$ cat config.mk
export PLATFORM = sky130hd
export DESIGN_NAME = cnfcn_cell
export DESIGN_NICKNAME = d
export VERILOG_FILES = /design/src/rtl/cnf_clause_normalizer_unit_assert.svh /design/src/rtl/cnfcn_pkg.sv /design/src/rtl/cnfcn_cell.sv
export SDC_FILE = /design/constraint.sdc
export NUM_CORES = 1
export LEC_CHECK = 0
export BUFFER_PORTS_ARGS = -buffer_cell sky130_fd_sc_hd__buf_2
export CAP_MARGIN = 10
export CORE_MARGIN = 1
export CORE_UTILIZATION = 40
export CTS_BUF_LIST = sky130_fd_sc_hd__clkbuf_16
export CTS_CLUSTER_SIZE = 30
export DETAILED_ROUTE_END_ITERATION = 12
export MAX_ROUTING_LAYER = met4
export PLACE_DENSITY = 0.71
export SLEW_MARGIN = 25
export SYNTH_ARGS = -nofsm -noshare
export SYNTH_HDL_FRONTEND = slang
export SYNTH_SLANG_ARGS = --single-unit
$ cat constraint.sdc
create_clock -name clock -period 1.5 [get_ports clock]
set_input_delay 0.225 -clock clock [delete_from_list [all_inputs] [get_ports clock]]
set_output_delay 0.225 -clock clock [all_outputs]
set_load 0.005 [all_outputs]
$ cat src/rtl/cnf_clause_normalizer_unit_assert.svh
// Assertion macros shared by the clause normaliser RTL.
`ifndef CNF_CLAUSE_NORMALIZER_UNIT_ASSERT_SVH
`define CNF_CLAUSE_NORMALIZER_UNIT_ASSERT_SVH

// Same-cycle implication, disabled during reset.
`define CNFCN_ASSERT_IMP(label, clk, rst, ante, cons) \
   label: assert property (@(posedge clk) disable iff (rst) (ante) |-> (cons)) \
      else $error("cnfcn: check failed");

// Next-cycle implication, disabled during reset.
`define CNFCN_ASSERT_NXT(label, clk, rst, ante, cons) \
   label: assert property (@(posedge clk) disable iff (rst) (ante) |=> (cons)) \
      else $error("cnfcn: check failed");

`endif

$ cat src/rtl/cnfcn_pkg.sv
// Shared constants, verdict codes and the probe beat type of the clause normaliser.
package cnfcn_pkg;

   localparam int unsigned LitWidth       = 21;
   localparam int unsigned VarWidth       = 20;
   localparam int unsigned CountWidth     = 7;
   localparam int unsigned IndexWidth     = 32;
   localparam int unsigned MaxLitsDefault = 64;

   typedef enum logic [2:0] {
      V_PENDING  = 3'd0,
      V_ACCEPTED = 3'd1,
      V_BAD      = 3'd2,
      V_TAUT     = 3'd3,
      V_EMPTY    = 3'd4,
      V_LONG     = 3'd5
   } verdict_type;

   // Probe walking the cell chain: the literal, its negation and the flags gathered so far.
   typedef struct packed {
      logic                active;
      logic [LitWidth-1:0] lit;
      logic [LitWidth-1:0] lit_neg;
      logic                same;
      logic                comp;
   } probe_type;

endpackage

$ cat src/rtl/cnfcn_cell.sv
// One cell of the compare chain: holds one kept literal and checks the passing probe.
module cnfcn_cell import cnfcn_pkg::*; (
   input  logic                clock,
   input  logic                reset,
   input  probe_type           probe_in,
   input  logic                live,
   input  logic                wr_en,
   input  logic [LitWidth-1:0] wr_lit,
   output probe_type           probe_out
);

   logic [LitWidth-1:0] stored_ff;
   probe_type           probe_ff;
   probe_type           probe_in_upd;

   always_comb begin
      probe_in_upd      = probe_in;
      probe_in_upd.same = probe_in.same | (live && (stored_ff == probe_in.lit));
      probe_in_upd.comp = probe_in.comp | (live && (stored_ff == probe_in.lit_neg));
   end

   always_ff @(posedge clock) begin
      if (wr_en) begin
         stored_ff <= wr_lit;
      end
   end

   // Advance the probe one cell per cycle.
   always_ff @(posedge clock) begin
      if (reset) begin
         probe_ff <= '0;
      end else begin
         probe_ff <= probe_in_upd;
      end
   end

   assign probe_out = probe_ff;

endmodule

==> metrics.txt <==
# TYPE chip_impl_metric gauge
chip_impl_info{name="outcome",value="finished, final reports clean"} 1
chip_impl_metric{name="layout_cell_share_with_drive_strength_beyond_1",unit="%"} 45.9
chip_impl_metric{name="netSwitchingFraction",unit="%"} 21.7
chip_impl_metric{name="rows",unit=""} 27
chip_impl_info{name="post-synth-top-area-cell",value="dfxtp_1"} 1
chip_impl_metric{name="yosysUniqueCellTypes",unit=""} 10
chip_impl_metric{name="gp_routability_congestion",unit=""} 0.698
chip_impl_metric{name="hold_violations",unit=""} 0
chip_impl_metric{name="grt_antenna_before_repair",unit=""} 0
chip_impl_metric{name="drt_first_iter_violations",unit=""} 28
chip_impl_metric{name="maximum_fanout_along_the_worst_path",unit=""} 2
chip_impl_metric{name="drt-vias-per-instance",unit=""} 4.36
chip_impl_metric{name="yosys_warnings",unit=""} 0
chip_impl_metric{name="detail_route.first_pass.iterations",unit=""} 4
chip_impl_metric{name="wl",unit="µm"} 4820
chip_impl_metric{name="worst_clock_skew",unit="ns"} 0.00312
chip_impl_metric{name="clk_latency",unit="ns"} 0.31
chip_impl_metric{name="post_layout_nonfiller_instances",unit=""} 377
chip_impl_metric{name="post-route-cell-area",unit="µm²"} 3290
chip_impl_metric{name="number_of_port_buffers",unit=""} 114
chip_impl_metric{name="die_height",unit="µm"} 78.1
chip_impl_metric{name="area.growth.synth_to_final",unit="%"} 42.2
chip_impl_metric{name="timing_max_transition_violations_final",unit=""} 0
chip_impl_metric{name="placedInstanceArea",unit="µm²"} 2990
chip_impl_metric{name="globalRouteTotalUtil",unit="%"} 17.1
chip_impl_metric{name="cp.arrival",unit="ns"} 1.61
chip_impl_metric{name="achievable-frequency",unit="MHz"} 719
chip_impl_info{name="synth_area_leaders",value="dfxtp_1, edfxtp_1, xor2_1, nor2b_1, xnor2_1"} 1
chip_impl_metric{name="timing.final.crit_share",unit="%"} 92.7
chip_impl_metric{name="worstSetupPathDepth",unit=""} 4
chip_impl_metric{name="syn_avg_cell_area",unit="µm²"} 13.4
chip_impl_metric{name="place.detailed.instances",unit=""} 359
chip_impl_metric{name="syn_area",unit="µm²"} 2310
chip_impl_info{name="mostFrequentLayoutCells",value="buf_2, dfxtp_1, nor2b_1"} 1
chip_impl_metric{name="synth_seq_cells",unit=""} 66
chip_impl_metric{name="cts_buffer_depth",unit=""} 2
chip_impl_metric{name="grt_pass1_wl",unit="µm"} 7370
chip_impl_metric{name="ant_nets",unit=""} 0
chip_impl_metric{name="pwr-share-seq",unit="%"} 48.2
chip_impl_metric{name="worst-path-buf-inv",unit=""} 0
chip_impl_metric{name="cell_depth_of_the_worst_min_delay_path",unit=""} 1
chip_impl_metric{name="worst_slew_pin_slew",unit="ns"} 0.496
chip_impl_metric{name="postSynthCellCount",unit=""} 173
chip_impl_info{name="cts_tree",value="done"} 1
chip_impl_metric{name="yosys.area.top_type_share",unit="%"} 38.9
chip_impl_metric{name="setup_viol",unit=""} 0
chip_impl_metric{name="initial_core_util",unit="%"} 41.8
chip_impl_metric{name="slew-limit-headroom",unit="%"} 66.9
chip_impl_metric{name="fin_worst_hold_slack",unit="ns"} 0.0844
chip_impl_metric{name="period_needed",unit="ns"} 1.39
chip_impl_info{name="cts_root_buf",value="clkbuf_16"} 1
chip_impl_metric{name="number_of_max_capacitance_violations_reported",unit=""} 0
chip_impl_metric{name="cts.clk_slew.worst_paths",unit="ns"} 0.05
chip_impl_metric{name="worst-r2r-cell-count",unit=""} 4
chip_impl_metric{name="route.detailed.drc",unit=""} 0
chip_impl_metric{name="synthesis.nets",unit=""} 243
chip_impl_metric{name="core_area",unit="µm²"} 5540
chip_impl_info{name="crit_chain",value="xor2_1 > nor4_2 > nand4_1 > o41ai_2"} 1
chip_impl_metric{name="leakagePower",unit="nW"} 1.53
chip_impl_metric{name="htree_levels",unit=""} 3
chip_impl_metric{name="floorplan.die.width",unit="µm"} 78.1
chip_impl_metric{name="net_count_final",unit=""} 370
chip_impl_info{name="worstHoldPathType",value="input port to flip-flop"} 1
chip_impl_info{name="critical_path.top_delay_family",value="simple AND/OR/NAND/NOR gates"} 1
chip_impl_metric{name="synth_sequential_area_ratio",unit="%"} 66.2
chip_impl_metric{name="dp.final_hpwl",unit="µm"} 3740
chip_impl_metric{name="clock_power_share",unit="%"} 41.8
chip_impl_metric{name="die_area",unit="µm²"} 6090
chip_impl_info{name="grt_setup_unrepaired",value="true"} 1
chip_impl_metric{name="vias_in_the_first_global_route",unit=""} 1636
chip_impl_metric{name="worstPathRequired",unit="ns"} 1.72
chip_impl_metric{name="power.combinational.fraction",unit="%"} 10.0
chip_impl_metric{name="cpPeakStageDelay",unit="ns"} 0.41
chip_impl_metric{name="grt_overflow_total",unit=""} 0
chip_impl_info{name="timing.critical_path.from_type",value="flip-flop"} 1
chip_impl_info{name="layout_commonest_cell",value="buf_2"} 1
chip_impl_metric{name="numClockSinks",unit=""} 66
chip_impl_metric{name="top_level_ports",unit=""} 115
chip_impl_metric{name="irDropWorstVdd",unit="mV"} 0.711
chip_impl_metric{name="cts-hold-fix-buffers",unit=""} 0
chip_impl_metric{name="routedWlPerCell",unit="µm"} 12.8
chip_impl_metric{name="tritoncts_buffer_count",unit=""} 9
chip_impl_metric{name="num-fill-cells",unit=""} 481
chip_impl_metric{name="net-switching-power",unit="µW"} 906
chip_impl_info{name="slowest_cell_on_the_critical_path",value="edfxtp_1"} 1
chip_impl_metric{name="maximum_number_of_pins_on_one_net_before_global_route_repair",unit=""} 25
chip_impl_metric{name="vias",unit=""} 1643
chip_impl_info{name="endpoint_kind",value="flip-flop"} 1
chip_impl_info{name="path_class",value="flip-flop to flip-flop"} 1
chip_impl_metric{name="power.internal",unit="mW"} 3.27
chip_impl_metric{name="n_antenna_cell",unit=""} 0
chip_impl_metric{name="power-per-cell-area",unit="nW/µm²"} 1270
repair_timing:
action,4_1_cts,5_1_grt
pin swaps,5,6
setup endpoints to repair,2,2
hold endpoints to repair,0,0
gates resized for setup,3,1
setup buffers,0,2
cell type report:
class                   count  area (µm²)  share of cell area, %
flip-flops and latches     66        1530                   46.6
clock buffers               9         225                   6.85
multi-input cells         102         788                   24.0
repair buffers            121         623                   18.9
clock inverters             7        31.3                  0.951
well taps                  72        90.1                   2.74
flip-flops by register name, summed over array words and instances (netlist names):
| register | flops |
|---|---|
| stored_ff | 21 |
| probe_out | 45 |
Yosys cell counts:
cell type	number
clkbuf_1	5
edfxtp_1	21
o41ai_2	2
nand4_1	4
nor4_1	8
nand2b_1	3
dfxtp_1	45
xnor2_1	8
xor2_1	34
nor2b_1	43
cell families (layout without fill, tap and decap cells):
| group | Yosys count | in the layout | synth area share (%) |
|---|---|---|---|
| XOR/XNOR | 42 | 42 | 15.9 |
| AO/OA/AOI/OAI | 2 | 2 | 1.41 |
| AND/OR/NAND/NOR | 58 | 58 | 15.7 |
| flip-flops | 66 | 66 | 66.2 |
| buffers and inverters | 5 | 137 | 0.811 |
power by group through the flow:
stage	clock network, mW	registers (mW)	logic [mW]
after floorplan	0	2.06	0.163
after global placement	0	2.04	0.401
after detailed placement	0	2.05	0.405
after CTS	1.80	2.01	0.416
after global routing	1.87	2.02	0.464
final	1.75	2.01	0.418
final timing paths:
check,startpoint,end,slack [ns]
setup / recovery,stored_ff[18],probe_out[0],0.11
hold / removal,wr_lit[16],stored_ff[16],0.08
setup reg to reg,stored_ff[18],probe_out[0],0.11
hold reg to reg,stored_ff[4],probe_out[0],0.68
per-stage QoR:
stage,TNS (ns),power (mW),setup slack (ns),util (%)
6_report,0,4.18,0.109,59.4
5_1_grt,-0.0411,4.36,-0.0237,59.4
4_1_cts,0,4.23,0.0000373,59.0
2_1_floorplan,0,2.22,0.165,-
3_3_place_gp,-0.0763,2.44,-0.0545,54.0
3_5_place_dp,-0.134,2.46,-0.0844,54.0
per-layer routing:
layer,GRT usage [%],vias up,wire length [µm],share of wire [%]
li1,-,825,-,-
met1,18.5,745,2020,42
met2,28.3,67,2440,51
met3,5.58,6,300,6.2
met4,7.96,0,63,1.3
met5,-,-,0,0
No activity file was read; power rests on OpenSTA's default activity.
